==> src/design/lexicographic_permutation_generator_top_defines.svh <==
// Assertion macros used by the permutation generator controller.
// Each macro expects signals named clock and reset in the module that uses it.
`ifndef LEXICOGRAPHIC_PERMUTATION_GENERATOR_TOP_DEFINES_SVH
`define LEXICOGRAPHIC_PERMUTATION_GENERATOR_TOP_DEFINES_SVH

// Same-cycle implication, disabled while reset is high.
`define LPG_ASSERT_NOW(lbl, ante, cons) \
   lbl: assert property (@(posedge clock) disable iff (reset) (ante) |-> (cons)) \
      else $error("lpg assertion failed");

// Next-cycle implication, disabled while reset is high.
`define LPG_ASSERT_NEXT(lbl, ante, cons) \
   lbl: assert property (@(posedge clock) disable iff (reset) (ante) |=> (cons)) \
      else $error("lpg assertion failed");

`endif

==> src/design/lpg_pkg.sv <==
// Package of the permutation generator: widths, reset constants, state and
// operation codes, and the command and status structs. No dependencies.
package lpg_pkg;

   localparam int DEFAULT_MAX_LENGTH = 16;
   localparam int ELEM_W = 5;
   localparam int POS_W = 4;
   localparam int CSR_W = 5;
   localparam logic [CSR_W-1:0] LENGTH_RESET = 5'd16;

   typedef enum logic [3:0] {
      ST_IDLE,
      ST_INIT,
      ST_PIV_RD,
      ST_PIV_CMP,
      ST_SUC_RD,
      ST_SUC_CMP,
      ST_SWAP_P,
      ST_SWAP_Q,
      ST_REV_RD,
      ST_REV_LO,
      ST_REV_HI,
      ST_EMIT_RD,
      ST_EMIT_OUT,
      ST_EXHAUST
   } state_type;

   typedef enum logic [4:0] {
      OP_NONE,
      OP_INIT_START,
      OP_INIT_WRITE,
      OP_PIV_START,
      OP_PIV_READ,
      OP_PIV_NEXT,
      OP_PIV_FOUND,
      OP_SUC_READ,
      OP_SUC_NEXT,
      OP_SWAP_P,
      OP_SWAP_Q,
      OP_REV_READ,
      OP_REV_LO,
      OP_REV_HI,
      OP_EMIT_START,
      OP_EMIT_READ,
      OP_EMIT_NEXT
   } op_type;

   typedef struct packed {
      op_type op;
      logic   show_exh;
   } cmd_type;

   typedef struct packed {
      logic lt;
      logic gt;
      logic a_is_last;
      logic a_is_one;
      logic a_lt_b;
      logic len_is_one;
   } status_type;

endpackage

==> src/design/lpg_if.sv <==
// Handshake interfaces of the permutation generator: request, response and
// register write channels. Depends on lpg_pkg for the payload widths.
interface lpg_req_if;
   logic valid;
   logic ready;
   logic restart;

   modport source (output valid, output restart, input ready);
   modport sink (input valid, input restart, output ready);
endinterface

interface lpg_rsp_if;
   logic                        valid;
   logic                        ready;
   logic [lpg_pkg::POS_W-1:0]   position;
   logic [lpg_pkg::ELEM_W-1:0]  element;
   logic                        last;
   logic                        exhausted;

   modport source (output valid, output position, output element, output last,
                   output exhausted, input ready);
   modport sink (input valid, input position, input element, input last,
                 input exhausted, output ready);
endinterface

interface lpg_csr_if;
   logic                       valid;
   logic                       ready;
   logic [lpg_pkg::CSR_W-1:0]  perm_length;

   modport source (output valid, output perm_length, input ready);
   modport sink (input valid, input perm_length, output ready);
endinterface

==> src/design/lpg_ctrl.sv <==
// Controller of the permutation generator: sequences initialisation, pivot and successor
// search, swap, suffix reversal, emission and the exhausted reply. Depends on lpg_pkg and the defines header.
`include "lexicographic_permutation_generator_top_defines.svh"

module lpg_ctrl (
   input  logic                clock,
   input  logic                reset,
   input  logic                req_valid,
   input  logic                req_restart,
   output logic                req_ready,
   output logic                rsp_valid,
   input  logic                rsp_ready,
   input  lpg_pkg::status_type status,
   output lpg_pkg::cmd_type    cmd
);

   lpg_pkg::state_type state_ff, state_in;
   logic first_pending_ff, first_pending_in;
   logic req_fire;

   assign req_fire = req_valid && req_ready;

   always_ff @(posedge clock) begin
      if (reset) begin
         state_ff <= lpg_pkg::ST_IDLE;
         first_pending_ff <= 1'b1;
      end else begin
         state_ff <= state_in;
         first_pending_ff <= first_pending_in;
      end
   end

   always_comb begin
      state_in = state_ff;
      first_pending_in = first_pending_ff;
      unique case (state_ff)
         lpg_pkg::ST_IDLE: begin
            if (req_valid) begin
               if (req_restart || first_pending_ff) begin
                  state_in = lpg_pkg::ST_INIT;
                  first_pending_in = 1'b0;
               end else if (status.len_is_one) begin
                  state_in = lpg_pkg::ST_EXHAUST;
               end else begin
                  state_in = lpg_pkg::ST_PIV_RD;
               end
            end
         end
         lpg_pkg::ST_INIT: begin
            if (status.a_is_last) state_in = lpg_pkg::ST_EMIT_RD;
         end
         lpg_pkg::ST_PIV_RD: state_in = lpg_pkg::ST_PIV_CMP;
         lpg_pkg::ST_PIV_CMP: begin
            if (status.lt) state_in = lpg_pkg::ST_SUC_RD;
            else if (status.a_is_one) state_in = lpg_pkg::ST_EXHAUST;
            else state_in = lpg_pkg::ST_PIV_RD;
         end
         lpg_pkg::ST_SUC_RD: state_in = lpg_pkg::ST_SUC_CMP;
         lpg_pkg::ST_SUC_CMP: begin
            if (status.gt) state_in = lpg_pkg::ST_SWAP_P;
            else state_in = lpg_pkg::ST_SUC_RD;
         end
         lpg_pkg::ST_SWAP_P: state_in = lpg_pkg::ST_SWAP_Q;
         lpg_pkg::ST_SWAP_Q: state_in = lpg_pkg::ST_REV_RD;
         lpg_pkg::ST_REV_RD: begin
            if (status.a_lt_b) state_in = lpg_pkg::ST_REV_LO;
            else state_in = lpg_pkg::ST_EMIT_RD;
         end
         lpg_pkg::ST_REV_LO: state_in = lpg_pkg::ST_REV_HI;
         lpg_pkg::ST_REV_HI: state_in = lpg_pkg::ST_REV_RD;
         lpg_pkg::ST_EMIT_RD: state_in = lpg_pkg::ST_EMIT_OUT;
         lpg_pkg::ST_EMIT_OUT: begin
            if (rsp_ready) begin
               if (status.a_is_last) state_in = lpg_pkg::ST_IDLE;
               else state_in = lpg_pkg::ST_EMIT_RD;
            end
         end
         lpg_pkg::ST_EXHAUST: begin
            if (rsp_ready) state_in = lpg_pkg::ST_IDLE;
         end
         default: state_in = lpg_pkg::ST_IDLE;
      endcase
   end

   always_comb begin
      cmd.op = lpg_pkg::OP_NONE;
      cmd.show_exh = 1'b0;
      req_ready = 1'b0;
      rsp_valid = 1'b0;
      unique case (state_ff)
         lpg_pkg::ST_IDLE: begin
            req_ready = 1'b1;
            if (req_valid) begin
               if (req_restart || first_pending_ff) cmd.op = lpg_pkg::OP_INIT_START;
               else if (!status.len_is_one) cmd.op = lpg_pkg::OP_PIV_START;
            end
         end
         lpg_pkg::ST_INIT: cmd.op = lpg_pkg::OP_INIT_WRITE;
         lpg_pkg::ST_PIV_RD: cmd.op = lpg_pkg::OP_PIV_READ;
         lpg_pkg::ST_PIV_CMP: begin
            if (status.lt) cmd.op = lpg_pkg::OP_PIV_FOUND;
            else if (!status.a_is_one) cmd.op = lpg_pkg::OP_PIV_NEXT;
         end
         lpg_pkg::ST_SUC_RD: cmd.op = lpg_pkg::OP_SUC_READ;
         lpg_pkg::ST_SUC_CMP: begin
            if (!status.gt) cmd.op = lpg_pkg::OP_SUC_NEXT;
         end
         lpg_pkg::ST_SWAP_P: cmd.op = lpg_pkg::OP_SWAP_P;
         lpg_pkg::ST_SWAP_Q: cmd.op = lpg_pkg::OP_SWAP_Q;
         lpg_pkg::ST_REV_RD: begin
            if (status.a_lt_b) cmd.op = lpg_pkg::OP_REV_READ;
            else cmd.op = lpg_pkg::OP_EMIT_START;
         end
         lpg_pkg::ST_REV_LO: cmd.op = lpg_pkg::OP_REV_LO;
         lpg_pkg::ST_REV_HI: cmd.op = lpg_pkg::OP_REV_HI;
         lpg_pkg::ST_EMIT_RD: cmd.op = lpg_pkg::OP_EMIT_READ;
         lpg_pkg::ST_EMIT_OUT: begin
            rsp_valid = 1'b1;
            if (rsp_ready && !status.a_is_last) cmd.op = lpg_pkg::OP_EMIT_NEXT;
         end
         lpg_pkg::ST_EXHAUST: begin
            rsp_valid = 1'b1;
            cmd.show_exh = 1'b1;
         end
         default: cmd.op = lpg_pkg::OP_NONE;
      endcase
   end

   `LPG_ASSERT_NOW(a_no_overlap, req_ready, !rsp_valid)
   `LPG_ASSERT_NEXT(a_first_inits, req_fire && first_pending_ff, state_ff == lpg_pkg::ST_INIT)
   `LPG_ASSERT_NEXT(a_first_cleared, req_fire, !first_pending_ff)

endmodule

==> src/design/lpg_dp.sv <==
// Datapath of the permutation generator: length register, permutation store,
// index counters, comparators and response payload. Depends on lpg_pkg.
module lpg_dp #(
   parameter int MAX_LENGTH = lpg_pkg::DEFAULT_MAX_LENGTH
) (
   input  logic                          clock,
   input  logic                          reset,
   input  logic                          csr_valid,
   input  logic [lpg_pkg::CSR_W-1:0]     csr_data,
   input  lpg_pkg::cmd_type              cmd,
   output lpg_pkg::status_type           status,
   output logic [lpg_pkg::POS_W-1:0]     rsp_position,
   output logic [lpg_pkg::ELEM_W-1:0]    rsp_element,
   output logic                          rsp_last,
   output logic                          rsp_exhausted
);

   localparam int IW = (MAX_LENGTH > 1) ? $clog2(MAX_LENGTH) : 1;
   localparam int LW = $clog2(MAX_LENGTH + 1);

   logic [lpg_pkg::CSR_W-1:0] perm_length_ff;
   logic [lpg_pkg::ELEM_W-1:0] perm_store_ff [MAX_LENGTH];
   logic [IW-1:0] a_ff, a_in, b_ff, b_in, p_ff, p_in;
   logic [lpg_pkg::ELEM_W-1:0] piv_ff, piv_in;
   logic [lpg_pkg::ELEM_W-1:0] rd0_ff, rd1_ff;
   logic [LW-1:0] len_sat;
   logic [IW-1:0] last_idx;
   logic [IW:0] a_plus;
   logic wr_en, rd0_en, rd1_en;
   logic [IW-1:0] wr_addr, rd0_addr, rd1_addr;
   logic [lpg_pkg::ELEM_W-1:0] wr_data;

   always_ff @(posedge clock) begin
      if (reset) perm_length_ff <= lpg_pkg::LENGTH_RESET;
      else if (csr_valid) perm_length_ff <= csr_data;
   end

   always_comb begin
      if (perm_length_ff == '0) len_sat = LW'(1);
      else if (32'(perm_length_ff) > MAX_LENGTH) len_sat = LW'(MAX_LENGTH);
      else len_sat = LW'(perm_length_ff);
      last_idx = IW'(len_sat - LW'(1));
      a_plus = {1'b0, a_ff} + (IW + 1)'(1);
   end

   always_comb begin
      a_in = a_ff;
      b_in = b_ff;
      p_in = p_ff;
      piv_in = piv_ff;
      wr_en = 1'b0;
      wr_addr = a_ff;
      wr_data = rd1_ff;
      rd0_en = 1'b0;
      rd1_en = 1'b0;
      rd0_addr = a_ff;
      rd1_addr = b_ff;
      unique case (cmd.op)
         lpg_pkg::OP_INIT_START: a_in = '0;
         lpg_pkg::OP_INIT_WRITE: begin
            wr_en = 1'b1;
            wr_data = lpg_pkg::ELEM_W'(a_plus);
            a_in = (a_ff == last_idx) ? '0 : IW'(a_plus);
         end
         lpg_pkg::OP_PIV_START: a_in = last_idx;
         lpg_pkg::OP_PIV_READ: begin
            rd0_en = 1'b1;
            rd1_en = 1'b1;
            rd0_addr = a_ff - IW'(1);
            rd1_addr = a_ff;
         end
         lpg_pkg::OP_PIV_NEXT: a_in = a_ff - IW'(1);
         lpg_pkg::OP_PIV_FOUND: begin
            p_in = a_ff - IW'(1);
            piv_in = rd0_ff;
            b_in = last_idx;
         end
         lpg_pkg::OP_SUC_READ: rd1_en = 1'b1;
         lpg_pkg::OP_SUC_NEXT: b_in = b_ff - IW'(1);
         lpg_pkg::OP_SWAP_P: begin
            wr_en = 1'b1;
            wr_addr = p_ff;
            wr_data = rd1_ff;
         end
         lpg_pkg::OP_SWAP_Q: begin
            wr_en = 1'b1;
            wr_addr = b_ff;
            wr_data = piv_ff;
            a_in = p_ff + IW'(1);
            b_in = last_idx;
         end
         lpg_pkg::OP_REV_READ: begin
            rd0_en = 1'b1;
            rd1_en = 1'b1;
         end
         lpg_pkg::OP_REV_LO: begin
            wr_en = 1'b1;
            wr_addr = a_ff;
            wr_data = rd1_ff;
         end
         lpg_pkg::OP_REV_HI: begin
            wr_en = 1'b1;
            wr_addr = b_ff;
            wr_data = rd0_ff;
            a_in = IW'(a_plus);
            b_in = b_ff - IW'(1);
         end
         lpg_pkg::OP_EMIT_START: a_in = '0;
         lpg_pkg::OP_EMIT_READ: rd0_en = 1'b1;
         lpg_pkg::OP_EMIT_NEXT: a_in = IW'(a_plus);
         default: a_in = a_ff;
      endcase
   end

   always_ff @(posedge clock) begin
      a_ff <= a_in;
      b_ff <= b_in;
      p_ff <= p_in;
      piv_ff <= piv_in;
   end

   always_ff @(posedge clock) begin
      if (wr_en) perm_store_ff[wr_addr] <= wr_data;
      if (rd0_en) rd0_ff <= perm_store_ff[rd0_addr];
      if (rd1_en) rd1_ff <= perm_store_ff[rd1_addr];
   end

   always_comb begin
      status.lt = rd0_ff < rd1_ff;
      status.gt = rd1_ff > piv_ff;
      status.a_is_last = a_ff == last_idx;
      status.a_is_one = a_ff == IW'(1);
      status.a_lt_b = a_ff < b_ff;
      status.len_is_one = last_idx == '0;
   end

   always_comb begin
      rsp_exhausted = cmd.show_exh;
      rsp_last = cmd.show_exh || (a_ff == last_idx);
      rsp_position = cmd.show_exh ? '0 : lpg_pkg::POS_W'(a_ff);
      rsp_element = cmd.show_exh ? '0 : rd0_ff;
   end

endmodule

==> src/design/lexicographic_permutation_generator_top.sv <==
// Lexicographic permutation generator, L = effective length. One request at a time.
// Restart or first request: L store writes of the identity, then each element is emitted.
// Advance: pivot scan and successor scan step by step, the swap, the suffix reversal
// pair by pair, then emission of each element; with no pivot the reply is exhausted.
// Reset is synchronous: length returns to 16 and the store is not cleared.
module lexicographic_permutation_generator_top #(
   parameter int MAX_LENGTH = lpg_pkg::DEFAULT_MAX_LENGTH
) (
   input  logic      clock,
   input  logic      reset,
   lpg_req_if.sink   req_ch,
   lpg_rsp_if.source rsp_ch,
   lpg_csr_if.sink   csr_ch
);

   lpg_pkg::cmd_type    cmd;
   lpg_pkg::status_type status;

   assign csr_ch.ready = 1'b1;

   lpg_ctrl u_ctrl (
      .clock       (clock),
      .reset       (reset),
      .req_valid   (req_ch.valid),
      .req_restart (req_ch.restart),
      .req_ready   (req_ch.ready),
      .rsp_valid   (rsp_ch.valid),
      .rsp_ready   (rsp_ch.ready),
      .status      (status),
      .cmd         (cmd)
   );

   lpg_dp #(
      .MAX_LENGTH (MAX_LENGTH)
   ) u_dp (
      .clock         (clock),
      .reset         (reset),
      .csr_valid     (csr_ch.valid),
      .csr_data      (csr_ch.perm_length),
      .cmd           (cmd),
      .status        (status),
      .rsp_position  (rsp_ch.position),
      .rsp_element   (rsp_ch.element),
      .rsp_last      (rsp_ch.last),
      .rsp_exhausted (rsp_ch.exhausted)
   );

endmodule

==> src/flat_wrapper.sv <==
// flat-port wrapper written by rule: the top's interface ports become plain ports
module lexicographic_permutation_generator_top_flat 
#(
   parameter int MAX_LENGTH = lpg_pkg::DEFAULT_MAX_LENGTH
)
  (clock, reset, req_ch_valid, req_ch_restart, req_ch_ready, rsp_ch_valid, rsp_ch_position, rsp_ch_element, rsp_ch_last, rsp_ch_exhausted, rsp_ch_ready, csr_ch_valid, csr_ch_perm_length, csr_ch_ready);
  lpg_req_if req_ch_i ();
  lpg_rsp_if rsp_ch_i ();
  lpg_csr_if csr_ch_i ();
  input  logic clock;
  input  logic reset;
  input wire logic [$bits(req_ch_i.valid)-1:0] req_ch_valid;
  input wire logic [$bits(req_ch_i.restart)-1:0] req_ch_restart;
  output wire logic [$bits(req_ch_i.ready)-1:0] req_ch_ready;
  output wire logic [$bits(rsp_ch_i.valid)-1:0] rsp_ch_valid;
  output wire logic [$bits(rsp_ch_i.position)-1:0] rsp_ch_position;
  output wire logic [$bits(rsp_ch_i.element)-1:0] rsp_ch_element;
  output wire logic [$bits(rsp_ch_i.last)-1:0] rsp_ch_last;
  output wire logic [$bits(rsp_ch_i.exhausted)-1:0] rsp_ch_exhausted;
  input wire logic [$bits(rsp_ch_i.ready)-1:0] rsp_ch_ready;
  input wire logic [$bits(csr_ch_i.valid)-1:0] csr_ch_valid;
  input wire logic [$bits(csr_ch_i.perm_length)-1:0] csr_ch_perm_length;
  output wire logic [$bits(csr_ch_i.ready)-1:0] csr_ch_ready;
  assign req_ch_i.valid = req_ch_valid;
  assign req_ch_i.restart = req_ch_restart;
  assign req_ch_ready = req_ch_i.ready;
  assign rsp_ch_valid = rsp_ch_i.valid;
  assign rsp_ch_position = rsp_ch_i.position;
  assign rsp_ch_element = rsp_ch_i.element;
  assign rsp_ch_last = rsp_ch_i.last;
  assign rsp_ch_exhausted = rsp_ch_i.exhausted;
  assign rsp_ch_i.ready = rsp_ch_ready;
  assign csr_ch_i.valid = csr_ch_valid;
  assign csr_ch_i.perm_length = csr_ch_perm_length;
  assign csr_ch_ready = csr_ch_i.ready;
  lexicographic_permutation_generator_top #(.MAX_LENGTH(MAX_LENGTH)) u_core (.clock(clock), .reset(reset), .req_ch(req_ch_i), .rsp_ch(rsp_ch_i), .csr_ch(csr_ch_i));
endmodule
==> config.mk <==
export PLATFORM = sky130hd
export DESIGN_NAME = lexicographic_permutation_generator_top_flat
export DESIGN_NICKNAME = d
export VERILOG_FILES = /design/src/design/lpg_pkg.sv /design/src/design/lpg_if.sv /design/src/design/lpg_ctrl.sv /design/src/design/lpg_dp.sv /design/src/design/lexicographic_permutation_generator_top.sv /design/src/flat_wrapper.sv
export VERILOG_INCLUDE_DIRS = /design/src /design/src/design
export SDC_FILE = /design/constraint.sdc
export NUM_CORES = 1
export LEC_CHECK = 0
export BUFFER_PORTS_ARGS = -buffer_cell sky130_fd_sc_hd__buf_2
export CAP_MARGIN = 20
export CORE_ASPECT_RATIO = 0.8
export CORE_MARGIN = 1.5
export CORE_UTILIZATION = 45
export DETAILED_ROUTE_END_ITERATION = 6
export PLACE_DENSITY = 0.71
export SYNTH_ARGS = -nofsm -noshare
export SYNTH_HDL_FRONTEND = slang
export SYNTH_HIERARCHICAL = 1
export SYNTH_SLANG_ARGS = --single-unit
==> constraint.sdc <==
create_clock -name clock -period 5.76 [get_ports clock]
set_clock_uncertainty 0.1 [all_clocks]
set_input_delay 1.152 -clock clock [delete_from_list [all_inputs] [get_ports clock]]
set_output_delay 1.152 -clock clock [all_outputs]
set_load 0.05 [all_outputs]
Word level (Yosys, flattened, before mapping)
Memory sizes are Yosys's and may differ from the RTL's. A register that Yosys moved wholly into a read port is not among the register bits.
Cells that the tools add are included.
{"block": "totals", "regBits": 27, "mem_bits_rw": 80, "input_bits": 11, "out_inout_bits": 14, "wordCells": 113, "n_memories": 1}
{"block": "classes", "addsub": 5, "order_cmp": 4, "eq_ne": 35, "muxes": 40, "n_reduce_logical": 21}
{"memory": "u_core.u_dp.perm_store_ff", "words": 16, "word_bits": 5, "rd": 2, "rd_ports_with_merged_regs": 2, "write_ports": 1, "line": "lpg_dp.sv:22", "rtl": "logic [lpg_pkg::ELEM_W-1:0] perm_store_ff [MAX_LENGTH];"}
{"cell": "$pmux W5 S13", "n": 1}
{"cell": "$mux W4", "n": 16}
{"cell": "$pmux W4 S13", "n": 1}
{"cell": "$eq A5 B4 Y1 const B", "n": 8}
{"cell": "$eq A4 B4 Y1 const B", "n": 6}
{"cell": "$pmux W4 S6", "n": 1}
{"cell": "$eq A5 B3 Y1 const B", "n": 4}
{"cell": "$mux W5", "n": 4}
{"cell": "$eq A4 B3 Y1 const B", "n": 4}
{"cell": "$pmux W4 S2", "n": 2}
{"cell": "$pmux W5 S3", "n": 1}
{"cell": "$reduce_or A2 Y1", "n": 7}
{"cell": "$sub A4 B1 Y4 const B", "n": 3}
{"cell": "$eq A5 B2 Y1 const B", "n": 2}
{"cell": "$mux W3", "n": 3}
{"cell": "$eq A4 B1 Y1 const B", "n": 2}
{"cell": "$eq A4 B2 Y1 const B", "n": 2}
{"cell": "$logic_not A4 Y1", "n": 2}
{"cell": "$mux W1", "n": 8}
{"cell": "$ne A2 B2 Y1 const B", "n": 4}
{"cell": "$mux W2", "n": 3}
{"cell": "$reduce_bool A6 Y1", "n": 1}
{"cell": "$reduce_or A3 Y1", "n": 2}
{"cell": "$add A4 B1 Y5 const B", "n": 1}
{"cell": "other kinds (16)", "n": 17}

Depth between registers and ports, before layout
Gate-level depths: netlist of the first run.
{"block": "depth", "depth_word": 14, "ltp_mapped": 19, "mapped_depth_nobuf": 17}

Modules after synthesis
Netlist of the first run, hierarchy kept.
{"mod": "lpg_dp", "n_inst": 1, "cells_per_inst": 616, "area_per_inst_um2": 7058.0, "seq_area_each_um2": 3313.2}
{"mod": "lpg_ctrl", "n_inst": 1, "cells_per_inst": 85, "area_per_inst_um2": 650.6, "seq_area_each_um2": 100.1}
{"mod": "lexicographic_permutation_generator_top", "n_inst": 1, "cells_per_inst": 2, "area_per_inst_um2": 11.3, "seq_area_each_um2": 0.0}

Least setup slack after synthesis of the first run
No wires, ideal clock.
{"block": "synth_path", "path_kind": "register -> register", "startpoint": "register u_core.u_dp.a_ff[0]", "endpoint": "memory u_core/u_dp/perm_store_ff[0][4] in the netlist's numbering (data pin)", "setup_ps": 419, "arrival_ps": 3957, "required_time_ps": 5241, "setup_slack_ps": 1284, "stages_incl_launch_ff": 17, "path_buffers": 4, "synth_period_minus_slack_ps": 4476, "path_cell_list": "edfxtp_1 -> clkbuf_1 -> clkinv_1 -> buf_1 -> a21boi_0 -> o21ai_0 -> nand2b_1 -> a21oi_1 -> nor2b_1 -> o21ai_0 -> a21oi_1 -> a211o_1 -> buf_2 -> and3b_1 -> o21a_1 -> buf_2 -> o311ai_0"}
{"item": "start: declaration", "line": "lpg_dp.sv:23", "rtl": "logic [IW-1:0] a_ff, a_in, b_ff, b_in, p_ff, p_in;"}
{"item": "start signal: assignment", "line": "lpg_dp.sv:116", "rtl": "a_ff <= a_in;"}
{"item": "end: declaration", "line": "lpg_dp.sv:22"}

==> run metrics, run 1 <==
status=finished clean; CTS root buf=clkbuf_16; Largest stage delay, worst path=720 ps; synthesized flop and latch total=117; GRT overflow=0; endpoints failing setup=0; Die Area=17960 um^2; net load switching power=2.492 mW; Final Hold Viols=0; leakage power=between 3 and 4 nW; clock latency on the worst-skew pair=between 400 and 500 ps; HP Class=reg -> reg; hpwl dp=between 15000 and 20000 um; most common cell after layout, fill and taps aside=edfxtp_1; number of vias per cell=6.502; largest net degree at the start of global routing=30; final worst-path setup slack=between 400 and 500 ps; Die Y-Extent=120.2 um; row count=42; H-Tree Depth=4; reg2reg start=u_core/u_dp/perm_length_ff[1]; Area growth syn-to-layout=12.45%; cell mode on critical path=nor3_1; core area=16660 um^2; final worst path period share=92.68%; setup TNS=0 ps; Pint=3.113 mW; Routability Congestion=0.9582; Fillers=between 1k and 1.5k; first-pass detailed-route iteration total=5; Reg-to-Reg End=u_core/u_dp/perm_store_ff[8][2]; port buffer count=23; Power, Total=5.605 mW; Remaining DRCs=0; startpoint types=register; initial antenna violation count=0; DR vias=~6.2k; Setup CP Type=reg -> reg; RSZ-0062 raised after global routing=no; most frequent cells in the layout=edfxtp_1, mux2i_1, nor2_1; layout cell share with drive strength beyond 1=15.51%; Tightest Pin Transition=798.2 ps; Post-Syn Instances=703; Cell Pwr Density=roughly 650 nW/um^2; global-route wire length before repair=34770 um; Top FF cell, synth=edfxtp_1; TritonCTS buffer count=17; final-report max-slew violation count=0; Initial Util=46.34%; Arrival @ worst endpoint=5290 ps; worst rel slew slack=about 47%; Min Clock Period, post-route=5338 ps; Post-Syn Area=7720 um^2; CP Cell Sequence=nor3_1, nor2_1, nor2_1, inv_1, ha_1, xnor3_1, nand2_1, nor3_1, or3b_1, nor3_2, nor2b_1, o21a_1, o311ai_1, nand4b_1, nor3_1; Mapped Nets=733; CTS Hold Buffers Added=0; dpl ws=401.6 ps; Reg area=3413 um^2; GRT Overall Usage=26.12%; CP endpoint kind=register; Max-Cap Viols=0; synthesized area per cell=10.98 um^2; vias in the first global route=6089; Fmax achieved=187.3 MHz; Synth cell types=83; Routed Antenna Nets=0; Seq/Total Area, Yosys=44.21%; Worst Hold Endpoint=u_core/u_ctrl/first_pending_ff; Worst R2R Setup Slack=between 400 and 500 ps; worst-path fanout max=12; synth warn=6; Worst Path Required=between 5000 and 6000 ps; Hold Crit Start=u_core/u_ctrl/first_pending_ff; Starting DRT DRC Count=882; fin nets=752; EDFF count, synth=107; maximum vdd ir drop=256.7 uV; area of the multi-input gates=about 4000 um^2; number of antenna diodes=0; io pins=25; slowest library cell on the worst path=nor3_1; Die X-Extent=around 150 um; Crit path depth=15; Clk network pwr share=19.6%; Sink Count=117; CTS Buffer Depth=2; Worst Reg-to-Reg Cells=15; DRT Wirelength=around 23000 um; Post-synth ARST share=0%; Worst Path Buf+Inv=1; TritonCTS clock tree=yes; WHS Path Cells=1; Top Family by Delay on Critical Path=simple AND/OR/NAND/NOR gates; switching share of total power=44.47%; routed length per instance=about 24 um; Comb pwr share=53.8%; clock-pin slew on the worst setup and hold paths=60 ps; Seq pwr share=a little over a quarter
## repair_timing
action                                 in CTS  in global routing
buffers inserted                            0                  0
endpoints found under the hold margin       0                  0
resized for setup                           0                  1
setup endpoints to repair                   0                  5
## sequential cells by signal, indices dropped and copies added (netlist names)
name                            cells
u_core/u_dp/b_ff                    4
u_core/u_dp/rd1_ff                  5
u_core/u_dp/p_ff                    4
u_core/u_dp/rd0_ff                  5
u_core/u_ctrl/first_pending_ff      1
u_core/u_ctrl/state_ff              4
u_core/u_dp/a_ff                    4
u_core/u_dp/perm_length_ff          5
u_core/u_dp/piv_ff                  5
u_core/u_dp/perm_store_ff          80
## cell type report
type	count	share of cell area, %
multi-input cells	515	46.08
inverters	24	1.038
well taps	220	3.171
repair buffers	47	3.402
clock buffers	18	4.944
flip-flops and latches	117	39.32
clock inverters	14	2.047
## worst max-delay path by stage
stage	from	endpoint	slack, ps
floorplan	u_core/u_dp/a_ff[0]	u_core/u_dp/perm_store_ff[0][4]	1280
global placement	u_core/u_dp/perm_length_ff[1]	u_core/u_dp/perm_store_ff[8][4]	600
detailed placement	u_core/u_dp/perm_length_ff[1]	u_core/u_dp/rd1_ff[1]	400
CTS	u_core/u_dp/perm_length_ff[1]	u_core/u_dp/rd1_ff[3]	360
global route	u_core/u_dp/perm_length_ff[1]	u_core/u_dp/perm_store_ff[8][2]	50
finish	u_core/u_dp/perm_length_ff[1]	u_core/u_dp/perm_store_ff[8][2]	420
## Yosys cell counts, drive strengths merged (4+ instances only)
master	number	area share (%)
nor3b	4	0.39
or4	5	0.49
xnor2	11	1.2
a22oi	32	3.1
nor3	14	0.97
clkbuf	19	0.92
nand2	26	1.3
buf	29	2.4
nor2	46	2.4
nand3	10	0.65
nand2b	10	0.81
and3	19	1.5
ha	19	3.1
and2	8	0.65
o311ai	6	0.68
o22ai	25	2.1
a221oi	5	0.65
o21ai	22	1.4
o21a	5	0.49
inv	22	1.1
a21oi	36	2.4
nor2b	19	1.5
dfxtp	10	2.6
o22a	4	0.45
nor4	10	1.0
or3	6	0.55
mux4	11	3.2
mux2i	92	12
edfxtp	107	42
a31oi	9	0.89
## kinds of logic (layout without fill, tap and decap cells)
family | after synthesis | in the layout | share of synthesized area (%)
other | 1 | 1 | 0.04858
and+or+nand+nor | 192 | 192 | 14.18
muxes | 106 | 106 | 15.58
xor gates and xnor gates | 15 | 15 | 1.880
adders and majority gates | 19 | 19 | 3.079
AOI/OAI and AO/OA | 181 | 182 | 16.58
buffers and inverters | 72 | 103 | 4.441
DFF | 117 | 117 | 44.21
## power groups by stage
stage,clock (mW),combinational [mW],sequential [mW]
after floorplan,0,2.16,1.39
after global placement,0,2.85,1.49
after detailed placement,0,2.92,1.49
after CTS,1.11,2.94,1.48
after global routing,1.15,3.22,1.51
final,1.10,3.02,1.49
## through the flow
stage | utilization (%) | hold WS [ps] | area (um^2) | instances
after global routing | 52.11 | 445.0 | 8681 | 955
after floorplan | - | 360.1 | 7720 | 703
final | 52.11 | 432.5 | 8681 | 955
after detailed placement | 48.39 | 418.7 | 8061 | 922
after CTS | 52.04 | 432.7 | 8668 | 954
after global placement | 48.39 | 393.7 | 8061 | 922
## metal layers
metal / up-vias / wire length (um) / global-route usage [%]
met4: 0 / 401 / 8.106
met2: 350 / 10190 / 39.40
li1: 2793 / - / -
met3: 46 / 2481 / 8.707
met5: - / 0 / 0
met1: 3020 / 9686 / 35.41
Note: power is estimated with default switching activity, not from simulation.
==> run 2, diff against run 1 <==
--- a/config.mk
+++ b/config.mk
@@ -6,13 +6,15 @@
 export SDC_FILE = /design/constraint.sdc
 export NUM_CORES = 1
 export LEC_CHECK = 0
-export BUFFER_PORTS_ARGS = -buffer_cell sky130_fd_sc_hd__buf_2
 export CAP_MARGIN = 20
 export CORE_ASPECT_RATIO = 0.8
 export CORE_MARGIN = 1.5
 export CORE_UTILIZATION = 45
+export CTS_BUF_LIST = sky130_fd_sc_hd__clkbuf_2
 export DETAILED_ROUTE_END_ITERATION = 6
-export PLACE_DENSITY = 0.71
+export DONT_BUFFER_PORTS = 1
+export MAX_ROUTING_LAYER = met4
+export PLACE_DENSITY = 0.7
 export SYNTH_ARGS = -nofsm -noshare
 export SYNTH_HDL_FRONTEND = slang
 export SYNTH_HIERARCHICAL = 1
==> run 2 against run 1 <==
Net effect: first-iteration DRC count shrank 19%; die area is the same; flip-flop and latch count is the same; via count shrank 0.19%; fmax grew 1.4%; count of clock-buffer cells in the layout shrank 1; register-to-register slack gained 70 ps; largest cell class unchanged; highest routed layer unchanged; sequential share of layout area grew 2.0 points; hold slack lost 72 ps; combinational power shrank 2%.
==> run metrics, run 2 (synthesized netlist as in run 1, its figures left out) <==
Routability Congestion=0.9623 (was 0.9582); leakage power=3.033 nW (was 3.236 nW); CP startpoint=u_core/u_dp/perm_length_ff[1] (unchanged); endpoints failing setup=0 (unchanged); Worst Path Required=6040 ps (was 5710 ps); Initial Util=46.34% (unchanged); worst rel slew slack=33.24% (was 46.71%); Cell Pwr Density=614.1 nW/um^2 (was 645.7 nW/um^2); largest net degree at the start of global routing=30 (unchanged); cell mode on critical path=nor3_1 (unchanged); TritonCTS clock tree=yes (unchanged); clock-pin slew on the worst setup and hold paths=190 ps (was 60 ps); core area=16660 um^2 (unchanged); CTS Buffer Depth=2 (unchanged); final worst path period share=91.42% (was 92.68%); fin nets=729 (was 752); Reg-to-Reg End=u_core/u_dp/perm_store_ff[8][3] (was u_core/u_dp/perm_store_ff[8][2]); most frequent cells in the layout=edfxtp_1, mux2i_1, nor2_1 (unchanged); placed cell areas=7966 um^2 (was 8061 um^2); clock latency on the worst-skew pair=730 ps (was 430 ps); worst-path fanout max=12 (unchanged); Inst Count DP=900 (was 922); CP endpoint kind=register (unchanged); initial antenna violation count=0 (unchanged); Non-Filler Instances=932 (was 955); Worst Reg-to-Reg Cells=16 (was 15); Largest stage delay, worst path=660 ps (was 720 ps); Max-Cap Viols=0 (unchanged); Die Area=17960 um^2 (unchanged); Area growth syn-to-layout=7.083% (was 12.45%); CTS root buf=clkbuf_2 (was clkbuf_16); DR vias=6197 (was 6209); slowest library cell on the worst path=nor3_1 (unchanged); Post-Route Utilization=49.62% (was 52.11%); RSZ-0062 raised after global routing=no (unchanged); Sink Count=117 (unchanged); port buffer count=0 (was 23); HP Class=in -> reg (was reg -> reg); Arrival @ worst endpoint=5550 ps (was 5290 ps); reg2reg start=u_core/u_dp/perm_length_ff[1] (unchanged); Fillers=1420 (was 1435); Reg with most FFs=u_core/u_dp/perm_store_ff (unchanged); Fmax achieved=189.9 MHz (was 187.3 MHz); layout cell share with drive strength beyond 1=12.92% (was 15.51%); GRT overflow=0 (unchanged); number of antenna diodes=0 (unchanged); GRT Overall Usage=25.89% (was 26.12%); Final Hold Viols=0 (unchanged); post-route cell area=8267 um^2 (was 8681 um^2); status=finished clean (unchanged); Worst R2R Setup Slack=490 ps (was 420 ps); Min Clock Period, post-route=5266 ps (was 5338 ps); Remaining DRCs=0 (unchanged); DRT Wirelength=21760 um (was 22760 um); Reg area=3413 um^2 (unchanged); CP Cell Sequence=nor3_1, nor2_1, nor2_1, inv_1, ha_1, xnor3_1, nand2_1, nor3_1, buf_4, or3b_1, nor3_4, nor2b_1, o21a_1, o311ai_1, nand4b_1, nor3_1 (was nor3_1, nor2_1, nor2_1, inv_1, ha_1, xnor3_1, nand2_1, nor3_1, or3b_1, nor3_2, nor2b_1, o21a_1, o311ai_1, nand4b_1, nor3_1); first-pass detailed-route iteration total=7 (was 5); Setup CP Type=reg -> reg (unchanged); Post-CTS Setup Repair Bufs=0 (unchanged); H-Tree Depth=4 (unchanged); Routed Antenna Nets=0 (unchanged); global-route wire length before repair=33860 um (was 34770 um); TritonCTS buffer count=17 (unchanged); most common cell after layout, fill and taps aside=edfxtp_1 (unchanged); Die X-Extent=149.4 um (unchanged); routed length per instance=23.35 um (was 23.84 um); number of vias per cell=6.649 (was 6.502); io pins=25 (unchanged); maximum vdd ir drop=252.4 uV (was 256.7 uV); area of the multi-input gates=3998 um^2 (was 4000 um^2); CTS Hold Buffers Added=0 (unchanged); Starting DRT DRC Count=718 (was 882); Tightest Pin Transition=997.7 ps (was 798.2 ps); max reg flops=80 (unchanged); vias in the first global route=5879 (was 6089); critical path capture point=u_core/u_dp/perm_store_ff[8][3] (was u_core/u_dp/perm_store_ff[8][2]); final-report max-slew violation count=0 (unchanged); row count=42 (unchanged); setup TNS=0 ps (unchanged); startpoint types=register (unchanged); Die Y-Extent=120.2 um (unchanged); hpwl dp=15700 um (was 16040 um)
## run 2: cell count changes in the layout (fill, tap and decap cells not counted), sizes merged
cell      previous run  this run
clkinvlp             4         3
clkbuf              18        17
clkinv               6         9
inv                 25        23
buf                 47        25
bufinv               3         4
a21oi               37        36
## run 2: power by group
group | total (mW) | switching, mW | internal (mW)
clock network | 0.637 | 0.349 | 0.288
logic | 2.96 | 1.86 | 1.10
registers | 1.48 | 0.175 | 1.30
## run 2: worst min path at each step
stage,from,to,depth (start not counted)
final,reset,u_core/u_dp/perm_length_ff[0],1
after detailed placement,u_core/u_ctrl/first_pending_ff,u_core/u_ctrl/first_pending_ff,1
after floorplan,u_core/u_dp/rd0_ff[0],u_core/u_dp/piv_ff[0],0
after global routing,reset,u_core/u_ctrl/state_ff[3],1
after CTS,reset,u_core/u_dp/perm_length_ff[0],1
after global placement,u_core/u_dp/perm_length_ff[0],u_core/u_dp/perm_length_ff[0],2
## run 2: final cells by class
class	count	area share, %
inverters	24	1.090
clock buffers	17	1.029
repair buffers	25	2.422
multi-input cells	514	48.36
flip-flops and latches	117	41.29
well taps	220	3.330
clock inverters	15	2.482
## run 2: metal layers
| layer | routed length (um) | GRT usage [%] |
|---|---|---|
| met2 | 9601 | 37.99 |
| met4 | 508 | 7.859 |
| met3 | 2175 | 6.426 |
| met1 | 9473 | 35.30 |
| met5 | 0 | - |
## run 2: critical path: cells and delay by family, from the launching register on
kind / cells / cell delay (ps)
flip-flops: 1 / 380
AND/OR/NAND/NOR: 10 / 2680
adder cells (fa/ha/maj): 1 / 260
AO/OA/AOI/OAI: 2 / 870
XOR/XNOR: 1 / 350
buffers and inverters: 2 / 290
## run 2: per-stage QoR
| stage | total power [mW] | worst slack (ps) | hold WS [ps] |
|---|---|---|---|
| global route | 5.335 | 137.0 | 298.3 |
| finish | 5.077 | 494.4 | 360.6 |
| floorplan | 3.547 | 1284 | 360.1 |
| CTS | 5.015 | 442.6 | 298.3 |
| detailed placement | 4.384 | 495.2 | 413.1 |
| global placement | 4.315 | 653.3 | 399.3 |
## run 2: what timing repair did
action,in CTS,in global routing
setup endpoints to repair,0,20
hold endpoints to repair,0,0
gates resized for setup,0,2
==> run 3, diff against run 2 <==
--- a/config.mk
+++ b/config.mk
@@ -13,7 +13,6 @@
 export CTS_BUF_LIST = sky130_fd_sc_hd__clkbuf_2
 export DETAILED_ROUTE_END_ITERATION = 6
 export DONT_BUFFER_PORTS = 1
-export MAX_ROUTING_LAYER = met4
 export PLACE_DENSITY = 0.7
 export SYNTH_ARGS = -nofsm -noshare
 export SYNTH_HDL_FRONTEND = slang
==> constraint.sdc (replaced) <==
create_clock -name clock -period 5.76 [get_ports clock]
set_clock_uncertainty 0.1 [all_clocks]
set_input_delay 1.152 -clock clock [delete_from_list [all_inputs] [get_ports clock]]
set_output_delay 1.152 -clock clock [all_outputs]
set_load 0.02 [all_outputs]
==> run 3 against run 2 <==
Net effect: critical path depth down 2; register-to-register slack worse by 180 ps; global-route usage down 0.85 points; hold slack better by 21 ps; die area unchanged; count of clock-buffer cells in the layout unchanged; combinational power down 2%; non-clock buffer count down 1; flip-flop and latch count unchanged; highest routed layer is now met5.
==> run metrics, run 3 (synthesized netlist as in run 1, its figures left out) <==
initial antenna violation count=1 (was 0); final worst path period share=94.57% (was 91.42%); DRT Wirelength=21940 um (was 21760 um); clock-pin slew on the worst setup and hold paths=190 ps (about the same); setup TNS=0 ps (unchanged); Inst Count DP=899 (was 900); switching share of total power=46.73% (was 47.00%); most frequent cells in the layout=edfxtp_1, mux2i_1, nor2_1 (unchanged); Area growth syn-to-layout=6.613% (was 7.083%); Routability Congestion=0.9692 (was 0.9623); Fmax achieved=183.6 MHz (was 189.9 MHz); core area=16660 um^2 (unchanged); fin nets=728 (was 729); largest net degree at the start of global routing=30 (unchanged); RSZ-0062 raised after global routing=no (unchanged); Setup CP Type=reg -> reg (unchanged); HP Class=in -> reg (unchanged); GRT Overall Usage=25.04% (was 25.89%); maximum vdd ir drop=244.5 uV (was 252.4 uV); CTS root buf=clkbuf_2 (unchanged); clock latency on the worst-skew pair=700 ps (was 730 ps); Final Hold Viols=0 (unchanged); CTS Buffer Depth=2 (unchanged); Arrival @ worst endpoint=5680 ps (was 5550 ps); leakage power=3.002 nW (was 3.033 nW); TritonCTS buffer count=17 (unchanged); H-Tree Depth=4 (unchanged); Remaining DRCs=0 (unchanged); Die X-Extent=149.4 um (unchanged); Post-CTS Setup Repair Bufs=0 (unchanged); most common cell after layout, fill and taps aside=edfxtp_1 (unchanged); number of vias per cell=6.696 (was 6.649); Cell Pwr Density=602.5 nW/um^2 (was 614.1 nW/um^2); Seq pwr share=29.9% (was 29.1%); endpoints failing setup=0 (unchanged); row count=42 (unchanged); Clk network pwr share=11.8% (was 12.5%); Die Area=17960 um^2 (unchanged); Max-Cap Viols=0 (unchanged); TritonCTS clock tree=yes (unchanged); first-pass detailed-route iteration total=6 (was 7); number of antenna diodes=0 (unchanged); CP endpoint kind=register (unchanged); final-report max-slew violation count=0 (unchanged); routed length per instance=23.57 um (was 23.35 um); status=finished clean (unchanged); startpoint types=register (unchanged); Initial Util=46.34% (unchanged); layout cell share with drive strength beyond 1=12.66% (was 12.92%); Tightest Pin Transition=840.3 ps (was 997.7 ps); hpwl dp=15720 um (was 15700 um); port buffer count=0 (unchanged); worst rel slew slack=43.96% (was 33.24%); Post-Route Utilization=49.41% (was 49.62%); Reg with most FFs=u_core/u_dp/perm_store_ff (unchanged); Routed Antenna Nets=0 (unchanged); vias in the first global route=5877 (was 5879); Worst Path Required=5990 ps (was 6040 ps); io pins=25 (unchanged); Die Y-Extent=120.2 um (unchanged); Sink Count=117 (unchanged); Pint=2.642 mW (was 2.690 mW); GRT overflow=0 (unchanged); DR vias=6234 (was 6197); max reg flops=80 (unchanged); worst-path fanout max=12 (unchanged); global-route wire length before repair=33750 um (was 33860 um); Min Clock Period, post-route=5448 ps (was 5266 ps); Non-Filler Instances=931 (was 932); Comb pwr share=58.4% (was 58.3%); net load switching power=2.317 mW (was 2.386 mW); Starting DRT DRC Count=706 (was 718); Fin Hold WS=381.6 ps (was 360.6 ps)
run 3: cell count changes in the layout (fill, tap and decap cells not counted):
cell / before / now
buf_4: 24 / 23
nor3_2: 1 / 3
o21ai_2: 1 / 0
nor3_4: 1 / 0
clkinv_1: 2 / 3
o21ai_1: 3 / 4
clkinv_2: 2 / 1
bufinv_16: 4 / 3
clkinvlp_4: 3 / 4
nor3_1: 12 / 11
run 3: repair_timing:
action | 4_1_cts | 5_1_grt
endpoints found under the setup margin | 0 | 1
hold buffers | 0 | 0
resized for setup | 0 | 1
run 3: final timing paths:
kind                                                    endpoint                          start  slack [ps]  cells after the start
worst min-delay path               u_core/u_dp/perm_length_ff[1]                          reset         380                      1
worst max register to register  u_core/u_dp/perm_store_ff[10][1]  u_core/u_dp/perm_length_ff[1]         310                     14
worst min register to register             u_core/u_dp/piv_ff[0]          u_core/u_dp/rd0_ff[0]         450                      0
worst max-delay path            u_core/u_dp/perm_store_ff[10][1]  u_core/u_dp/perm_length_ff[1]         310                     14
run 3: routing by layer:
metal / vias up / part of all wire (%) / routed length [um] / track usage (%)
li1: 2748 / - / - / -
met1: 3098 / 45 / 9791 / 36.36
met2: 351 / 44 / 9626 / 37.01
met3: 35 / 9.9 / 2183 / 5.323
met4: 2 / 1.5 / 325 / 8.230
met5: - / 0.059 / 13 / 0
run 3: area by class of cell:
cell class,instances,area [um^2]
Inverter,24,90.09
Fill cell,1490,8428
Clock buffer,17,85.08
Clock inverter,15,181.4
Multi-Input combinational cell,514,3993
Timing Repair Buffer,24,192.7
Sequential cell,117,3413
Tap cell,220,275.3
run 3: critical path, stage by stage (launching register included):
cell      delay (ps)
dfxtp_1          380
nor3_1           200
nor2_1            60
nor2_1           190
inv_1            140
ha_1             260
xnor2_1          200
and3_1           260
or3_1            370
o21ai_1          660
and3b_1          320
o21a_1           320
o311ai_1         540
nand4b_1         420
nor3_1           670
run 3: power groups by stage:
stage | clock network, mW | logic (mW) | registers [mW]
2_1_floorplan | 0 | 2.08 | 1.39
4_1_cts | 0.595 | 2.81 | 1.47
3_3_place_gp | 0 | 2.75 | 1.49
5_1_grt | 0.625 | 3.07 | 1.49
6_report | 0.584 | 2.89 | 1.48
3_5_place_dp | 0 | 2.80 | 1.49
run 3: per-stage QoR:
| stage | instance area, um^2 | setup slack, ps | power [mW] |
|---|---|---|---|
| 2_1_floorplan | 7720 | 1284 | 3.466 |
| 3_3_place_gp | 7959 | 645.3 | 4.236 |
| 3_5_place_dp | 7959 | 486.3 | 4.290 |
| 4_1_cts | 8225 | 438.2 | 4.875 |
| 5_1_grt | 8230 | 2.186 | 5.189 |
| 6_report | 8230 | 312.5 | 4.959 |
